$ cat config.mk
export PLATFORM = sky130hd
export DESIGN_NAME = aging_sorted_priority_queue_unit
export DESIGN_NICKNAME = d
export VERILOG_FILES = /design/src/sv/aspq_pkg.sv /design/src/sv/aging_sorted_priority_queue_unit.sv /design/src/sv/aspq_ctrl.sv /design/src/sv/aspq_datapath.sv
export SDC_FILE = /design/constraint.sdc
export NUM_CORES = 1
export LEC_CHECK = 0
export ABC_AREA = 1
export BUFFER_PORTS_ARGS = -buffer_cell sky130_fd_sc_hd__clkbuf_2
export CAP_MARGIN = 20
export CORE_MARGIN = 2
export CORE_UTILIZATION = 40
export CTS_BUF_LIST = sky130_fd_sc_hd__clkbuf_4 sky130_fd_sc_hd__clkbuf_8
export CTS_CLUSTER_DIAMETER = 80
export DETAILED_ROUTE_END_ITERATION = 10
export GPL_ROUTABILITY_DRIVEN = 0
export PLACE_DENSITY = 0.57
export SLEW_MARGIN = 20
export SYNTH_ARGS = -nofsm -noshare
export SYNTH_HDL_FRONTEND = slang
export SYNTH_SLANG_ARGS = --single-unit
$ cat constraint.sdc
create_clock -name clock -period 5.5 [get_ports clock]
set_clock_uncertainty 0.1 [all_clocks]
set_input_delay 0.55 -clock clock [delete_from_list [all_inputs] [get_ports clock]]
set_output_delay 0.55 -clock clock [all_outputs]
set_load 0.05 [all_outputs]
$ cat src/sv/aspq_pkg.sv
// ----------------------------------------------------------------------------
// Aging sorted priority queue package
// Shared field widths, operation and status codes, and the command and
// status groups that pass between the controller and the datapath.
// ----------------------------------------------------------------------------
package aspq_pkg;

   localparam int MODE_W      = 2;
   localparam int IO_TAG_W    = 8;
   localparam int PRIO_W      = 16;
   localparam int TIME_W      = 16;
   localparam int COUNT_W     = 5;
   localparam int SUM_W       = 20;
   localparam int STATUS_W    = 2;
   localparam int REQ_DATA_W  = 40;
   localparam int RSP_DATA_W  = 72;
   localparam int RSP_PAD_W   = RSP_DATA_W - (IO_TAG_W + PRIO_W + TIME_W + COUNT_W + SUM_W);

   localparam logic [MODE_W-1:0] MODE_PUSH   = 2'd0;
   localparam logic [MODE_W-1:0] MODE_POP    = 2'd1;
   localparam logic [MODE_W-1:0] MODE_REMOVE = 2'd2;
   localparam logic [MODE_W-1:0] MODE_PEEK   = 2'd3;

   localparam logic [STATUS_W-1:0] STATUS_OK        = 2'd0;
   localparam logic [STATUS_W-1:0] STATUS_EMPTY     = 2'd1;
   localparam logic [STATUS_W-1:0] STATUS_NOT_FOUND = 2'd2;
   localparam logic [STATUS_W-1:0] STATUS_FULL      = 2'd3;

   localparam int OP_W = 4;
   localparam logic [OP_W-1:0] OP_NONE       = 4'd0;
   localparam logic [OP_W-1:0] OP_LOAD       = 4'd1;
   localparam logic [OP_W-1:0] OP_PUSH_START = 4'd2;
   localparam logic [OP_W-1:0] OP_PUSH_STEP  = 4'd3;
   localparam logic [OP_W-1:0] OP_SRCH_START = 4'd4;
   localparam logic [OP_W-1:0] OP_SRCH_STEP  = 4'd5;
   localparam logic [OP_W-1:0] OP_AGE_START  = 4'd6;
   localparam logic [OP_W-1:0] OP_AGE_STEP   = 4'd7;
   localparam logic [OP_W-1:0] OP_FINISH     = 4'd8;

   typedef struct packed {
      logic [OP_W-1:0]     op;
      logic [STATUS_W-1:0] status;
   } cmd_type;

   typedef struct packed {
      logic [MODE_W-1:0] mode;
      logic              empty;
      logic              full;
      logic              push_done;
      logic              found;
      logic              walk_end;
      logic              pos_zero;
      logic              age_end;
      logic              out_busy;
   } stat_type;

endpackage

$ cat src/sv/aging_sorted_priority_queue_unit.sv
// ----------------------------------------------------------------------------
// Aging sorted priority queue unit
// Holds up to DEPTH entries sorted by ascending priority and serves push,
// pop, remove by tag and peek requests, aging the remaining entries on every
// pop or remove that takes an entry out.
//
//   Channel   Direction  Fields
//   req_*     in         tuser: mode; tdata: tag, priority, service time
//   rsp_*     out        tuser: status; tdata: tag, priority, time, count, total
//
// One request is in progress at a time. A push walks from the tail down to its
// insertion slot, shifting entries up; a pop or remove searches the whole queue,
// shifting and aging the entries behind the found slot, then ages those before
// it; a peek stops at the head; a dropped push or a request to an empty queue
// goes straight to the result, and the next request waits for its hand-off.
// Reset is synchronous and empties the queue; a result not taken stalls the next.
// ----------------------------------------------------------------------------
module aging_sorted_priority_queue_unit #(
   parameter int DEPTH    = 16,
   parameter int TAG_BITS = 8
) (
   input  logic                                clock,
   input  logic                                reset,
   input  logic                                req_tvalid,
   output logic                                req_tready,
   // [7:0] entry_tag, [23:8] entry_priority, [39:24] service_time
   input  logic [aspq_pkg::REQ_DATA_W-1:0]     req_tdata,
   // [1:0] mode
   input  logic [aspq_pkg::MODE_W-1:0]         req_tuser,
   output logic                                rsp_tvalid,
   input  logic                                rsp_tready,
   // [7:0] head_tag, [23:8] head_priority, [39:24] head_time,
   // [44:40] entry_count, [64:45] total_time, [71:65] zero
   output logic [aspq_pkg::RSP_DATA_W-1:0]     rsp_tdata,
   // [1:0] status
   output logic [aspq_pkg::STATUS_W-1:0]       rsp_tuser
);
   import aspq_pkg::*;

   cmd_type             cmd;
   stat_type            st;
   logic [IO_TAG_W-1:0] out_tag;
   logic [PRIO_W-1:0]   out_priority;
   logic [TIME_W-1:0]   out_time;
   logic [COUNT_W-1:0]  out_count;
   logic [SUM_W-1:0]    out_total;

   aspq_ctrl u_ctrl (
      .clock     (clock),
      .reset     (reset),
      .req_valid (req_tvalid),
      .req_ready (req_tready),
      .st        (st),
      .cmd       (cmd)
   );

   aspq_datapath #(
      .DEPTH    (DEPTH),
      .TAG_BITS (TAG_BITS)
   ) u_datapath (
      .clock        (clock),
      .reset        (reset),
      .cmd          (cmd),
      .st           (st),
      .in_mode      (req_tuser),
      .in_tag       (req_tdata[7:0]),
      .in_priority  (req_tdata[23:8]),
      .in_time      (req_tdata[39:24]),
      .out_ready    (rsp_tready),
      .out_valid    (rsp_tvalid),
      .out_status   (rsp_tuser),
      .out_tag      (out_tag),
      .out_priority (out_priority),
      .out_time     (out_time),
      .out_count    (out_count),
      .out_total    (out_total)
   );

   assign rsp_tdata = {{RSP_PAD_W{1'b0}}, out_total, out_count, out_time, out_priority, out_tag};

`ifndef SYNTH
   a_busy_after_accept: assert property (@(posedge clock) disable iff (reset)
      (req_tvalid && req_tready) |=> !req_tready)
      else $error("request accepted while a transaction was still in progress");

   a_finish_shows_result: assert property (@(posedge clock) disable iff (reset)
      (cmd.op == OP_FINISH) |=> rsp_tvalid)
      else $error("finished transaction did not reach the output register");

   a_full_not_empty: assert property (@(posedge clock) disable iff (reset)
      st.full |-> !st.empty)
      else $error("queue reported both full and empty");

   a_no_push_walk_when_full: assert property (@(posedge clock) disable iff (reset)
      (cmd.op == OP_PUSH_START) |-> !st.full)
      else $error("insertion walk started on a full queue");
`endif

endmodule

$ cat src/sv/aspq_ctrl.sv
// ----------------------------------------------------------------------------
// Aging sorted priority queue controller
// Sequences decode, the insertion walk, the search and shift walk, the aging
// walk and the hand-off of each result to the output register.
// ----------------------------------------------------------------------------
module aspq_ctrl (
   input  logic               clock,
   input  logic               reset,
   input  logic               req_valid,
   output logic               req_ready,
   input  aspq_pkg::stat_type st,
   output aspq_pkg::cmd_type  cmd
);
   import aspq_pkg::*;

   localparam logic [2:0] S_IDLE   = 3'd0;
   localparam logic [2:0] S_DECODE = 3'd1;
   localparam logic [2:0] S_PUSH   = 3'd2;
   localparam logic [2:0] S_SEARCH = 3'd3;
   localparam logic [2:0] S_AGE    = 3'd4;
   localparam logic [2:0] S_FINISH = 3'd5;

   logic [2:0]          state_ff;
   logic [2:0]          state_in;
   logic [STATUS_W-1:0] fin_status_ff;
   logic [STATUS_W-1:0] fin_status_in;

   always_comb begin
      state_in      = state_ff;
      fin_status_in = fin_status_ff;
      cmd.op        = OP_NONE;
      cmd.status    = fin_status_ff;
      req_ready     = (state_ff == S_IDLE);
      unique case (state_ff)
         S_IDLE: begin
            if (req_valid) begin
               cmd.op   = OP_LOAD;
               state_in = S_DECODE;
            end
         end
         S_DECODE: begin
            if (st.mode == MODE_PUSH) begin
               if (st.full) begin
                  fin_status_in = STATUS_FULL;
                  state_in      = S_FINISH;
               end else begin
                  cmd.op   = OP_PUSH_START;
                  state_in = S_PUSH;
               end
            end else if (st.empty) begin
               fin_status_in = STATUS_EMPTY;
               state_in      = S_FINISH;
            end else begin
               cmd.op   = OP_SRCH_START;
               state_in = S_SEARCH;
            end
         end
         S_PUSH: begin
            cmd.op = OP_PUSH_STEP;
            if (st.push_done) begin
               fin_status_in = STATUS_OK;
               state_in      = S_FINISH;
            end
         end
         S_SEARCH: begin
            priority if (st.mode == MODE_PEEK && st.found) begin
               fin_status_in = STATUS_OK;
               state_in      = S_FINISH;
            end else if (st.walk_end) begin
               if (!st.found) begin
                  fin_status_in = STATUS_NOT_FOUND;
                  state_in      = S_FINISH;
               end else if (st.pos_zero) begin
                  fin_status_in = STATUS_OK;
                  state_in      = S_FINISH;
               end else begin
                  cmd.op   = OP_AGE_START;
                  state_in = S_AGE;
               end
            end else begin
               cmd.op = OP_SRCH_STEP;
            end
         end
         S_AGE: begin
            if (st.age_end) begin
               fin_status_in = STATUS_OK;
               state_in      = S_FINISH;
            end else begin
               cmd.op = OP_AGE_STEP;
            end
         end
         S_FINISH: begin
            if (!st.out_busy) begin
               cmd.op   = OP_FINISH;
               state_in = S_IDLE;
            end
         end
         default: begin
            state_in = S_IDLE;
         end
      endcase
   end

   always_ff @(posedge clock) begin
      if (reset) begin
         state_ff      <= S_IDLE;
         fin_status_ff <= STATUS_OK;
      end else begin
         state_ff      <= state_in;
         fin_status_ff <= fin_status_in;
      end
   end

endmodule

$ cat src/sv/aspq_datapath.sv
// ----------------------------------------------------------------------------
// Aging sorted priority queue datapath
// Slot memory with one write and one registered read port, walk index,
// removed-entry capture, aging subtractor, count and time total, and the
// output register.
// ----------------------------------------------------------------------------
module aspq_datapath #(
   parameter int DEPTH    = 16,
   parameter int TAG_BITS = 8
) (
   input  logic                              clock,
   input  logic                              reset,
   input  aspq_pkg::cmd_type                 cmd,
   output aspq_pkg::stat_type                st,
   input  logic [aspq_pkg::MODE_W-1:0]       in_mode,
   input  logic [aspq_pkg::IO_TAG_W-1:0]     in_tag,
   input  logic [aspq_pkg::PRIO_W-1:0]       in_priority,
   input  logic [aspq_pkg::TIME_W-1:0]       in_time,
   input  logic                              out_ready,
   output logic                              out_valid,
   output logic [aspq_pkg::STATUS_W-1:0]     out_status,
   output logic [aspq_pkg::IO_TAG_W-1:0]     out_tag,
   output logic [aspq_pkg::PRIO_W-1:0]       out_priority,
   output logic [aspq_pkg::TIME_W-1:0]       out_time,
   output logic [aspq_pkg::COUNT_W-1:0]      out_count,
   output logic [aspq_pkg::SUM_W-1:0]        out_total
);
   import aspq_pkg::*;

   localparam int ADDR_W = $clog2(DEPTH);
   localparam int CNT_W  = $clog2(DEPTH + 1);

   logic [TAG_BITS-1:0] mem_tag  [DEPTH];
   logic [PRIO_W-1:0]   mem_prio [DEPTH];
   logic [TIME_W-1:0]   mem_time [DEPTH];

   logic [TAG_BITS-1:0] rd_tag_ff;
   logic [PRIO_W-1:0]   rd_prio_ff;
   logic [TIME_W-1:0]   rd_time_ff;

   logic [ADDR_W-1:0]   rd_addr;
   logic                wr_en;
   logic [ADDR_W-1:0]   wr_addr;
   logic [TAG_BITS-1:0] wr_tag;
   logic [PRIO_W-1:0]   wr_prio;
   logic [TIME_W-1:0]   wr_time;

   logic [MODE_W-1:0]   mode_ff, mode_in;
   logic [TAG_BITS-1:0] new_tag_ff, new_tag_in;
   logic [PRIO_W-1:0]   new_prio_ff, new_prio_in;
   logic [TIME_W-1:0]   new_time_ff, new_time_in;
   logic [CNT_W-1:0]    count_ff, count_in;
   logic [SUM_W-1:0]    sum_ff, sum_in;
   logic [CNT_W-1:0]    idx_ff, idx_in;
   logic                dv_ff, dv_in;
   logic [ADDR_W-1:0]   daddr_ff, daddr_in;
   logic                found_ff, found_in;
   logic [ADDR_W-1:0]   pos_ff, pos_in;
   logic [TAG_BITS-1:0] rem_tag_ff, rem_tag_in;
   logic [PRIO_W-1:0]   rem_prio_ff, rem_prio_in;
   logic [TIME_W-1:0]   rem_time_ff, rem_time_in;
   logic                out_valid_ff, out_valid_in;
   logic [STATUS_W-1:0] out_status_ff, out_status_in;
   logic [IO_TAG_W-1:0] out_tag_ff, out_tag_in;
   logic [PRIO_W-1:0]   out_prio_ff, out_prio_in;
   logic [TIME_W-1:0]   out_time_ff, out_time_in;
   logic [COUNT_W-1:0]  out_count_ff, out_count_in;
   logic [SUM_W-1:0]    out_sum_ff, out_sum_in;

   logic [PRIO_W-1:0]   aged_prio;
   logic                hit;
   logic                lower;
   logic                push_done;
   logic                take_head;
   logic [CNT_W-1:0]    cnt_next;
   logic [SUM_W-1:0]    sum_next;

   assign aged_prio = (rd_prio_ff > rem_time_ff) ? (rd_prio_ff - rem_time_ff) : '0;
   assign hit       = (mode_ff == MODE_REMOVE) ? (rd_tag_ff == new_tag_ff) : 1'b1;
   assign lower     = (rd_prio_ff < new_prio_ff);

   always_comb begin
      mode_in       = mode_ff;
      new_tag_in    = new_tag_ff;
      new_prio_in   = new_prio_ff;
      new_time_in   = new_time_ff;
      count_in      = count_ff;
      sum_in        = sum_ff;
      idx_in        = idx_ff;
      dv_in         = dv_ff;
      daddr_in      = daddr_ff;
      found_in      = found_ff;
      pos_in        = pos_ff;
      rem_tag_in    = rem_tag_ff;
      rem_prio_in   = rem_prio_ff;
      rem_time_in   = rem_time_ff;
      out_valid_in  = out_valid_ff;
      out_status_in = out_status_ff;
      out_tag_in    = out_tag_ff;
      out_prio_in   = out_prio_ff;
      out_time_in   = out_time_ff;
      out_count_in  = out_count_ff;
      out_sum_in    = out_sum_ff;
      rd_addr       = idx_ff[ADDR_W-1:0];
      wr_en         = 1'b0;
      wr_addr       = daddr_ff;
      wr_tag        = rd_tag_ff;
      wr_prio       = rd_prio_ff;
      wr_time       = rd_time_ff;
      push_done     = 1'b0;
      take_head     = 1'b0;
      cnt_next      = count_ff;
      sum_next      = sum_ff;

      if (out_valid_ff && out_ready) begin
         out_valid_in = 1'b0;
      end

      unique case (cmd.op)
         OP_NONE: begin
         end
         OP_LOAD: begin
            mode_in     = in_mode;
            new_tag_in  = TAG_BITS'(in_tag);
            new_prio_in = in_priority;
            new_time_in = in_time;
         end
         OP_PUSH_START: begin
            idx_in = count_ff;
            dv_in  = 1'b0;
         end
         OP_PUSH_STEP: begin
            rd_addr = ADDR_W'(idx_ff - 1'b1);
            if (dv_ff) begin
               wr_en   = 1'b1;
               wr_addr = ADDR_W'(daddr_ff + 1'b1);
               if (lower) begin
                  wr_tag    = new_tag_ff;
                  wr_prio   = new_prio_ff;
                  wr_time   = new_time_ff;
                  push_done = 1'b1;
               end
            end else if (idx_ff == '0) begin
               wr_en     = 1'b1;
               wr_addr   = '0;
               wr_tag    = new_tag_ff;
               wr_prio   = new_prio_ff;
               wr_time   = new_time_ff;
               push_done = 1'b1;
            end
            if (idx_ff != '0) begin
               dv_in    = 1'b1;
               daddr_in = rd_addr;
               idx_in   = idx_ff - 1'b1;
            end else begin
               dv_in = 1'b0;
            end
         end
         OP_SRCH_START: begin
            idx_in   = '0;
            dv_in    = 1'b0;
            found_in = 1'b0;
         end
         OP_SRCH_STEP: begin
            if (dv_ff) begin
               if (!found_ff) begin
                  if (hit) begin
                     found_in    = 1'b1;
                     pos_in      = daddr_ff;
                     rem_tag_in  = rd_tag_ff;
                     rem_prio_in = rd_prio_ff;
                     rem_time_in = rd_time_ff;
                  end
               end else begin
                  wr_en   = 1'b1;
                  wr_addr = ADDR_W'(daddr_ff - 1'b1);
                  wr_prio = aged_prio;
               end
            end
            if (idx_ff < count_ff) begin
               dv_in    = 1'b1;
               daddr_in = idx_ff[ADDR_W-1:0];
               idx_in   = idx_ff + 1'b1;
            end else begin
               dv_in = 1'b0;
            end
         end
         OP_AGE_START: begin
            idx_in = '0;
            dv_in  = 1'b0;
         end
         OP_AGE_STEP: begin
            if (dv_ff) begin
               wr_en   = 1'b1;
               wr_addr = daddr_ff;
               wr_prio = aged_prio;
            end
            if (idx_ff < CNT_W'(pos_ff)) begin
               dv_in    = 1'b1;
               daddr_in = idx_ff[ADDR_W-1:0];
               idx_in   = idx_ff + 1'b1;
            end else begin
               dv_in = 1'b0;
            end
         end
         OP_FINISH: begin
            if (cmd.status == STATUS_OK) begin
               unique case (mode_ff)
                  MODE_PUSH: begin
                     cnt_next = count_ff + 1'b1;
                     sum_next = sum_ff + SUM_W'(new_time_ff);
                  end
                  MODE_POP, MODE_REMOVE: begin
                     cnt_next  = count_ff - 1'b1;
                     sum_next  = sum_ff - SUM_W'(rem_time_ff);
                     take_head = 1'b1;
                  end
                  MODE_PEEK: begin
                     take_head = 1'b1;
                  end
               endcase
            end
            count_in      = cnt_next;
            sum_in        = sum_next;
            out_valid_in  = 1'b1;
            out_status_in = cmd.status;
            out_tag_in    = take_head ? IO_TAG_W'(rem_tag_ff) : '0;
            out_prio_in   = take_head ? rem_prio_ff : '0;
            out_time_in   = take_head ? rem_time_ff : '0;
            out_count_in  = COUNT_W'(cnt_next);
            out_sum_in    = sum_next;
         end
         default: begin
         end
      endcase
   end

   always_ff @(posedge clock) begin
      if (wr_en) begin
         mem_tag[wr_addr]  <= wr_tag;
         mem_prio[wr_addr] <= wr_prio;
         mem_time[wr_addr] <= wr_time;
      end
      rd_tag_ff  <= mem_tag[rd_addr];
      rd_prio_ff <= mem_prio[rd_addr];
      rd_time_ff <= mem_time[rd_addr];
   end

   always_ff @(posedge clock) begin
      if (reset) begin
         count_ff     <= '0;
         sum_ff       <= '0;
         idx_ff       <= '0;
         dv_ff        <= 1'b0;
         found_ff     <= 1'b0;
         out_valid_ff <= 1'b0;
      end else begin
         count_ff     <= count_in;
         sum_ff       <= sum_in;
         idx_ff       <= idx_in;
         dv_ff        <= dv_in;
         found_ff     <= found_in;
         out_valid_ff <= out_valid_in;
      end
      mode_ff       <= mode_in;
      new_tag_ff    <= new_tag_in;
      new_prio_ff   <= new_prio_in;
      new_time_ff   <= new_time_in;
      daddr_ff      <= daddr_in;
      pos_ff        <= pos_in;
      rem_tag_ff    <= rem_tag_in;
      rem_prio_ff   <= rem_prio_in;
      rem_time_ff   <= rem_time_in;
      out_status_ff <= out_status_in;
      out_tag_ff    <= out_tag_in;
      out_prio_ff   <= out_prio_in;
      out_time_ff   <= out_time_in;
      out_count_ff  <= out_count_in;
      out_sum_ff    <= out_sum_in;
   end

   assign st.mode      = mode_ff;
   assign st.empty     = (count_ff == '0);
   assign st.full      = (count_ff == CNT_W'(DEPTH));
   assign st.push_done = push_done;
   assign st.found     = found_ff;
   assign st.walk_end  = (idx_ff == count_ff) && !dv_ff;
   assign st.pos_zero  = (pos_ff == '0);
   assign st.age_end   = (idx_ff == CNT_W'(pos_ff)) && !dv_ff;
   assign st.out_busy  = out_valid_ff && !out_ready;

   assign out_valid    = out_valid_ff;
   assign out_status   = out_status_ff;
   assign out_tag      = out_tag_ff;
   assign out_priority = out_prio_ff;
   assign out_time     = out_time_ff;
   assign out_count    = out_count_ff;
   assign out_total    = out_sum_ff;

endmodule

Word level (Yosys, flattened, before mapping)
Memories as Yosys holds them, arrays and structs flattened. A register that Yosys moved wholly into a read port is not among the register bits.
Cells that the tools add are included.
{"block": "op_classes", "addsub": 9, "magnitude_cmp": 4, "eq_ne": 32, "muxes": 92, "bitwise_logic": 1, "n_reduce_logical": 30}
{"cell": "$mux 16", "count": 11}
{"cell": "$mux 4", "count": 13}
{"cell": "$pmux 16 s3", "count": 1}
{"cell": "$pmux 20 s2", "count": 1}
{"cell": "$mux 3", "count": 13}
{"cell": "$mux 8", "count": 4}
{"cell": "$pmux 5 s5", "count": 1}
{"cell": "$mux 1", "count": 24}
{"cell": "$pmux 4 s6", "count": 1}
{"cell": "$add 20x16->20", "count": 1}
{"cell": "$mux 2", "count": 10}
{"cell": "$mux 20", "count": 1}
{"cell": "$mux 5", "count": 4}
{"cell": "$sub 20x16->20", "count": 1}
{"cell": "$pmux 3 s6", "count": 1}
{"cell": "$eq 4x3->1 const B", "count": 4}
{"cell": "$gt 16x16->1", "count": 1}
{"cell": "$lt 16x16->1", "count": 1}
{"cell": "$sub 16x16->16", "count": 1}
{"cell": "$pmux 4 s3", "count": 1}
{"cell": "$reduce_and 4->1", "count": 3}
{"cell": "$add 5x1->5 const B", "count": 2}
{"cell": "$logic_not 5->1", "count": 2}
{"cell": "$ne 2x1->1 const B", "count": 5}
{"cell": "42 further kinds", "count": 61}
{"block": "word_totals", "register_bits": 195, "ramBits": 640, "inputBits": 46, "output_inout_bits": 76, "word_cells": 194, "n_memories": 3}
{"memory": "u_datapath.mem_prio", "depth": 16, "width": 16, "rd": 1, "rd_clocked_by_memory_dff": 1, "wr": 1, "line_no": "aspq_datapath.sv:34", "source": "logic [PRIO_W-1:0] mem_prio [DEPTH];"}
{"memory": "u_datapath.mem_time", "depth": 16, "width": 16, "rd": 1, "rd_clocked_by_memory_dff": 1, "wr": 1, "line_no": "aspq_datapath.sv:35", "source": "logic [TIME_W-1:0] mem_time [DEPTH];"}
{"memory": "u_datapath.mem_tag", "depth": 16, "width": 8, "rd": 1, "rd_clocked_by_memory_dff": 1, "wr": 1, "line_no": "aspq_datapath.sv:33", "source": "logic [TAG_BITS-1:0] mem_tag [DEPTH];"}

Longest topological paths before layout
Gate-level depths: netlist (run 1).
{"block": "depth", "word_depth": 10, "mapped_depth": 24, "depth_no_buf": 24}

Cells and area by module
A second synthesis (run 1) with hierarchy kept.
{"block": "hier_totals", "hier_cells": 3646, "area_unflattened_um2": 38345.5}
{"mod": "aspq_datapath", "instances": 1, "cells_each": 3551, "area_each_um2": 37813.8, "seq_area_each_um2": 25394.4}
{"mod": "aspq_ctrl", "instances": 1, "cells_each": 87, "area_each_um2": 475.5, "seq_area_each_um2": 100.1}
{"mod": "aging_sorted_priority_queue_unit", "instances": 1, "cells_each": 8, "area_each_um2": 56.3, "seq_area_each_um2": 0.0}

Worst setup path before layout (run 1)
Ideal clock, no wire load.
{"block": "synth_timing", "path_kind": "reg-to-reg", "start": "register u_datapath.count_ff[4]", "end": "memory u_datapath.mem_prio[6][0], enable pin", "setup_ps": 437, "t_arrival_ps": 3488, "t_required_ps": 4963, "setup_slack_ps": 1475, "path_stages_with_launch": 13, "n_path_buf": 0, "synth_period_minus_slack_ps": 4025, "path_cell_list": "dfxtp_1 inv_1 ha_1 nand2_1 nor2_1 nand3_1 nand2_1 inv_1 nor2_1 inv_1 o211ai_1 nand3_1 nor2_1"}
{"block": "synth_between", "elab_chain_len": 9, "word_cells_on_any_way": 17, "cone_classes": "eq/ne (5); mux (10); reduce/logical (2)"}
{"item": "from (decl)", "line_no": "aspq_datapath.sv:52", "source": "logic [CNT_W-1:0] count_ff, count_in;"}
{"item": "from (signal assigned)", "line_no": "aspq_datapath.sv:258", "source": "count_ff <= count_in;"}
{"item": "$eq 5x5->1", "line_no": "aspq_datapath.sv:287", "source": "assign st.walk_end = (idx_ff == count_ff) && !dv_ff;"}
{"item": "$logic_and 1x1->1", "line_no": "aspq_datapath.sv:287"}
{"item": "$mux 4", "line_no": "aspq_ctrl.sv:69", "source": "end else if (st.walk_end) begin"}
{"item": "$mux 4", "line_no": "aspq_ctrl.sv:66", "source": "priority if (st.mode == MODE_PEEK && st.found) begin"}
{"item": "$pmux 4 s6 *", "line_no": "aspq_ctrl.sv:34", "source": "unique case (state_ff)"}
{"item": "$eq 4x3->1 / $eq 4x2->1 (equally long branches)", "line_no": "aspq_datapath.sv:119", "source": "unique case (cmd.op)"}
{"item": "$pmux 1 s3", "line_no": "aspq_datapath.sv:119"}
{"item": "$mux 1", "line_no": "aspq_datapath.sv:239", "source": "if (wr_en) begin"}
{"item": "$mux 1 (not written as such)", "line_no": "aspq_datapath.sv:241", "source": "mem_prio[wr_addr] <= wr_prio;"}
{"item": "to (decl)", "line_no": "aspq_datapath.sv:34"}
Mark *: on every way between the ends. The rest lies on a longest branch, timed or not.

Final worst setup path (run 1)
{"block": "layout_timing", "start": "register u_datapath.mode_ff[1]", "end": "register u_datapath.sum_ff[10]"}
{"block": "layout_between", "elab_chain_len": 5, "word_cells_on_any_way": 12, "cone_classes": "eq/ne (4); mux (5); reduce/logical (3)"}
{"item": "from (decl)", "line_no": "aspq_datapath.sv:48", "source": "logic [MODE_W-1:0] mode_ff, mode_in;"}
{"item": "from (signal assigned)", "line_no": "aspq_datapath.sv:265", "source": "mode_ff <= mode_in;"}
{"item": "$eq 2x2->1", "line_no": "aspq_ctrl.sv:66"}
{"item": "$logic_and 1x1->1", "line_no": "aspq_ctrl.sv:66"}
{"item": "$mux 4", "line_no": "aspq_ctrl.sv:66"}
{"item": "$pmux 4 s6", "line_no": "aspq_ctrl.sv:34"}
{"item": "$eq 4x4->1", "line_no": "aspq_datapath.sv:119"}
{"item": "to (signal assigned)", "line_no": "aspq_datapath.sv:259", "source": "sum_ff <= sum_in;"}
{"item": "to (decl)", "line_no": "aspq_datapath.sv:53", "source": "logic [SUM_W-1:0] sum_ff, sum_in;"}
Several ways; a longest one is shown, not always the timed one.
A chain may end at the register's enable or synchronous reset.

==> summary.md, run 1 <==
| Metric | Value |
|---|---|
| Status | `completed` |
| Max-Slew Margin vs Limit | `0.376` |
| Die width | `318 um` |
| Clock latency on the worst-skew pair | `820 ps` |
| Clk sinks | `875` |
| Slew Viols, Final | `0` |
| Nets | `3,721` |
| GR Util All Layers | `0.214` |
| Post-route minimum period | `4220 ps` |
| Multi-input logic area | `12,500 um2` |
| HP Start | `req_tvalid` |
| I/O pin total | `122` |
| Final period util | `0.768` |
| CTS tree | `built` |
| Worst setup EP type | `flop` |
| Storage element area | `25,500 um2` |
| Critical path required time | `6110 ps` |
| Area grow syn2layout | `14.9%` |
| Hold/Removal Path Class | `in -> reg` |
| EDFF count, synth | `797` |
| Starting Density | `0.402` |
| CTS resizes | `0` |
| Pwr dens | `630 nW/um2` |
| Placed cells | `4,695` |
| Clock slew at reported path FFs | `60 ps` |
| Worst R2R End | `u_datapath.sum_ff[10]` |
| Flop2flop setup slack | `1280 ps` |
| Avg Inst Size Synth | `11.6 um2` |
| Initial antenna violation count | `3` |
| CORE AREA | `98,000 um2` |
| Setup TNS | `0 ps` |
| Filler Cell Count | `8,874` |
| Fmax | `0.237 GHz` |
| Yosys warns | `0` |
| Seq cells post-synth | `875` |
| Leak | `17.9 nW` |
| H-tree levels | `4` |
| Final Hold Violating Endpoints | `0` |
| RSZ-0062 raised after global routing | `no` |
| Max Cap Viol | `0` |
| Die height | `318 um` |
| Row cnt | `115` |
| Async SR Flop Fraction | `0` |
| Most common cell after layout, fill and taps aside | `edfxtp_1` |
| Top_reg_cell synth | `edfxtp_1` |
| CP max FO | `23` |
| Most frequent cells in the layout | `797 x edfxtp_1, 581 x nand2_1, 256 x o21ai_0` |
| Seq/Total Area, Yosys | `0.647` |
| Fraction of layout cells with a size suffix above 1 | `0.161` |
| VDD IR max | `495 uV` |
| CP Launch Type | `flop` |
| First-pass GRT wire length | `162,000 um` |
| Crit path kind | `reg -> reg` |
| Distinct cell type count after synthesis | `46` |
| Syn Inst Count | `3,388` |
| R2r startpoint | `u_datapath.mode_ff[1]` |
| CTS Buf Count | `145` |
| Final setup fails | `0` |
| CP arrival | `4830 ps` |
| IO Port Bufs | `114` |
| DRC | `0` |
| ANT nets after route | `0` |
| 1st-iter DRT viols | `2,383` |
| Die ar. | `101,000 um2` |
| Non-Filler Instances | `5,001` |
| R2R cell count | `17` |
| Total wire length | `108,000 um` |
| CP startpoint | `u_datapath.mode_ff[1]` |
| Root Buffer Master | `clkbuf_8` |
| Pin count of the biggest net entering global routing | `179` |
| Drt pass-1 iters | `5` |
| Worst slew pin tran | `936 ps` |
| HPWL after DPL | `66,900 um` |
| Mapped cell area | `39,400 um2` |
| GRT overflow | `0` |
| Via count | `26,300` |
| Critical Path Sink | `u_datapath.sum_ff[10]` |
| Max clock buf depth | `3` |
| WL/cell | `21.7 um` |
| Via density | `5.26` |
| Number of global-route vias before repair | `25,400` |
## synth_stat cells (3+ instances only)
master	instances	area, um2
edfxtp_1	797	23900
nand2_1	581	2180
o21ai_0	256	1280
nor2_1	243	912
inv_1	242	908
a21oi_1	232	1160
mux2i_1	194	1940
nand3_1	162	811
mux2_2	126	1420
clkbuf_1	104	390
dfxtp_1	78	1560
ha_1	73	913
nor3_1	42	210
buf_2	33	165
o21a_1	28	210
nand4_1	23	144
nand3b_1	20	150
xor2_1	19	166
a31oi_1	18	113
a211oi_1	16	120
buf_4	14	105
buf_1	8	30.0
nand2_2	8	50.1
inv_2	7	26.3
or2_2	7	43.8
o21ai_1	6	30.0
o21bai_1	5	37.5
xnor2_1	5	43.8
o211ai_1	4	30.0
o22ai_1	4	25.0
o31ai_1	4	30.0
a21oi_2	3	26.3
and2_1	3	18.8
buf_6	3	33.8
fa_1	3	60.1
nor4_1	3	18.8
## stage by stage
stage	power [W]	hold slack (ps)	instance area (um2)	util	setup slack, ps
floorplan	0.0185	325	39400	-	1480
finish	0.0285	132	45300	0.462	1280
detailed placement	0.0224	335	41700	0.426	1360
CTS	0.0286	78.2	45300	0.462	1370
global placement	0.0224	338	41700	0.426	1400
global route	0.0303	130	45300	0.462	909
## layer usage
metal  track usage  vias up  share of wire
met2         0.345      950           0.47
met5             0        -              0
met3        0.0370      178          0.063
met4        0.0693        0          0.025
met1         0.293    12700           0.45
li1              -    12500              -
## cells by family (layout without fill, tap and decap cells)
family,count (synthesis),after routing,share of synthesized area
and+or+nand+nor,1096,1096,0.116
DFF,875,875,0.647
AOI/OAI and AO/OA,583,583,0.0794
muxes,320,320,0.0853
adders and majority gates,76,76,0.0247
other,1,10,0.0000951
buffers and inverters,413,730,0.0423
xor gates and xnor gates,24,24,0.00533
## how the worst min path moves through the flow
stage	to	slack (ps)	cells after the start
floorplan	u_datapath.rem_time_ff[0]	330	0
global placement	u_datapath.pos_ff[3]	340	0
detailed placement	u_datapath.pos_ff[3]	330	0
CTS	u_ctrl.state_ff[0]	80	4
global route	u_ctrl.state_ff[0]	130	4
finish	u_ctrl.state_ff[0]	130	4
## power by group
| part | switching (W) | total [W] | internal (W) |
|---|---|---|---|
| Sequential | 0.000669 | 0.0101 | 0.00943 |
| Clock | 0.00261 | 0.00609 | 0.00348 |
| Combinational | 0.00848 | 0.0124 | 0.00389 |
| Total | 0.0118 | 0.0285 | 0.0168 |
## worst max-delay path, stage by stage, from the launching register on
cell      delay [ps]
edfxtp_1         410
inv_1             70
ha_1             790
inv_1            550
o21ai_0          190
o21ai_0          110
ha_1             380
inv_1             70
o21ai_0          480
nand2_1          100
nand2b_1         200
nand2_1          100
nand2_1           70
nand2_1           50
nand3_1          120
nand2_1           90
o21ai_0          170
inv_1             60
## timing repair
| action | 4_1_cts | 5_1_grt |
|---|---|---|
| buffers inserted | 0 | 0 |
| hold endpoints to repair | 43 | 0 |
| hold buffers | 43 | 0 |
## flip-flops by register name, summed over array words and instances (netlist names), 20 cells and up
name                  count
u_datapath.mem_prio     256
u_datapath.mem_tag      128
u_datapath.mem_time     256
u_datapath.out_total     20
u_datapath.sum_ff        20
## final cells by class
type	instances	area share
flip-flops and latches	875	0.563
diodes	3	0.000166
well taps	1287	0.0356
multi-input cells	2106	0.275
clock inverters	43	0.00970
clock buffers	216	0.0589
repair buffers	220	0.0371
inverters	251	0.0208
Power figures use the tool's default switching activity.
==> run 2, diff against run 1 <==
- PLACE_DENSITY: 0.57 -> 0.59
- clock period: 5.5 -> 3.4 ns (I/O delays scaled with it)
==> run 2 against run 1 <==
Effect of this change: sequential share of layout area down 1.6 points; power up 65%; non-clock buffer count up 112; combinational power up 77%; via count up 1.6%; design area up 2.9%; first-iteration DRC count up 5.5%; core utilization up 1.3 points; routed wire length down 1.9%; critical endpoint is now u_datapath.out_total[17]; largest cell class unchanged; largest power group unchanged; highest routed layer is now met5.
==> summary.md, run 2 (synthesis gave the netlist of run 1 again) <==
| Metric | Value |
|---|---|
| Status | `completed` |
| Max clock buf depth | `3` |
| Clock power frac | `0.195` |
| Most frequent cells in the layout | `797 x edfxtp_1, 568 x nand2_1, 238 x o21ai_0` |
| HPWL after DPL | `68,100 um` |
| Die width | `318 um` |
| 1st-iter DRT viols | `2,513` |
| Fraction of power consumed by sequential logic | `0.340` |
| Fmax | `0.302 GHz` |
| Via density | `5.23` |
| Die height | `318 um` |
| Crit path kind | `reg -> reg` |
| Worst slew pin tran | `901 ps` |
| Slew Viols, Final | `0` |
| Worst setup EP type | `flop` |
| Final period util | `0.973` |
| Net Sw Frac | `0.412` |
| CP arrival | `3770 ps` |
| Starting Density | `0.402` |
| Fraction of layout cells with a size suffix above 1 | `0.198` |
| Leak | `18.5 nW` |
| DRC | `0` |
| HP Start | `req_tdata[33]` |
| Max-Slew Margin vs Limit | `0.399` |
| Max Cap Viol | `0` |
| RSZ-0062 raised after global routing | `yes` |
| Final core utilization | `0.476` |
| Root Buffer Master | `clkbuf_8` |
| NetSw | `0.0194 W` |
| Hold/Removal Path Class | `in -> reg` |
| Final Hold Violating Endpoints | `0` |
| Logic pwr share | `0.465` |
| First-pass GRT wire length | `160,000 um` |
| Metal3 WL | `6590 um` |
| Drt pass-1 iters | `6` |
| H-tree levels | `4` |
| CP max FO | `4` |
| CP startpoint | `u_datapath.new_time_ff[1]` |
| Row cnt | `115` |
| Via count | `26,700` |
| VDD IR max | `647 uV` |
| Pin count of the biggest net entering global routing | `103` |
| Worst slack, placed | `-35.1 ps` |
| IO Port Bufs | `114` |
| Clock latency on the worst-skew pair | `800 ps` |
| Total wire length | `106,000 um` |
| Top flop regs | `u_datapath.mem_prio: 256 flops, u_datapath.mem_time: 256 flops, u_datapath.mem_tag: 128 flops` |
| Pwr dens | `1010 nW/um2` |
| Finished layout cell area | `46,600 um2` |
| GR Util All Layers | `0.208` |
| Metal-1 WL | `47,700 um` |
| GRT overflow | `0` |
| Clock slew at reported path FFs | `60 ps` |
| CORE AREA | `98,000 um2` |
| Internal Pwr Total | `0.0276 W` |
| R2r startpoint | `u_datapath.new_time_ff[1]` |
| Number of global-route vias before repair | `25,700` |
| CTS Buf Count | `143` |
| Critical path required time | `3860 ps` |
| CP Launch Type | `flop` |
| Placed cell areas | `42,900 um2` |
| Met2 WL post-DR | `49,200 um` |
| CTS tree | `built` |
| WL/cell | `20.8 um` |
| Most common cell after layout, fill and taps aside | `edfxtp_1` |
| Nets | `3,831` |
| Die ar. | `101,000 um2` |
| Post-route minimum period | `3310 ps` |
| I/O pin total | `122` |
| Clk sinks | `875` |
| ANT nets after route | `0` |
| Initial antenna violation count | `5` |
| Highest metal used | `met5` |
| Final setup fails | `0` |
| Setup TNS | `0 ps` |
| Area grow syn2layout | `18.2%` |
| Worst setup margin | `91.4 ps` |
## run 2: changes by cell type in the layout (fill, tap and decap cells not counted), moves of 10 or more
cell,delta
buf_12,+31
buf_4,+73
clkinv_1,+10
nand2_1,-13
nand2_2,+10
nor2_1,-12
o21ai_0,-18
o21ai_1,+13
## run 2: path summary, 6_finish.rpt
check        slack, ps                         to  depth (start not counted)
min                150  u_datapath.new_time_ff[9]                          2
max                 90   u_datapath.out_total[17]                         21
min reg2reg        360       u_datapath.pos_ff[3]                          0
max reg2reg         90   u_datapath.out_total[17]                         21
## run 2: power groups by stage
| stage | logic (W) | registers, W | clock network [W] |
|---|---|---|---|
| detailed placement | 0.0214 | 0.0162 | 0 |
| CTS | 0.0216 | 0.0159 | 0.00941 |
| floorplan | 0.0138 | 0.0161 | 0 |
| global placement | 0.0213 | 0.0162 | 0 |
| global route | 0.0241 | 0.0160 | 0.00986 |
| finish | 0.0219 | 0.0160 | 0.00916 |
## run 2: critical path, cell delays in order (launching register included)
cell and delay (ps):
edfxtp_1 370, inv_2 100, ha_4 160, nand2_4 60
nor2_4 140, nand4_1 140, nor2_2 210, nand3_2 140
nor2_1 130, nor2_1 50, o21ai_1 110, o21ai_1 80
ha_1 370, nand2_1 80, inv_2 90, nand2_4 70
nor2_4 120, nand4_1 200, nand3_1 130, nand2_1 80
nand3_2 80, nand2_1 50
## run 2: area by class of cell
type	count	area, um2
diodes	2	5.00
clock buffers	203	2510
clock inverters	54	360
fillers	8787	51400
inverters	251	947
multi-input cells	2106	12700
flip-flops and latches	875	25500
well taps	1287	1610
repair buffers	332	2940
## run 2: what timing repair did
item / 4_1_cts / 5_1_grt
buffers inserted: 2 / 7
pin swaps: 3 / 40
cloned: 0 / 0
hold endpoints to repair: 46 / 0
setup endpoints to repair: 18 / 156
resized for setup: 4 / 94
hold buffers: 47 / 0
## run 2: through the flow
stage / std cells / hold slack (ps) / total power (W)
floorplan: 3394 / 325 / 0.0299
global placement: 4794 / 340 / 0.0375
detailed placement: 4795 / 346 / 0.0376
CTS: 5101 / 79.5 / 0.0469
global route: 5109 / 119 / 0.0500
finish: 5110 / 155 / 0.0470
## run 2: per-layer routing
layer | vias to the layer above | track usage
li1 | 12700 | -
met1 | 12900 | 0.289
met2 | 955 | 0.332
met3 | 162 | 0.0348
met4 | 2 | 0.0721
met5 | - | 0
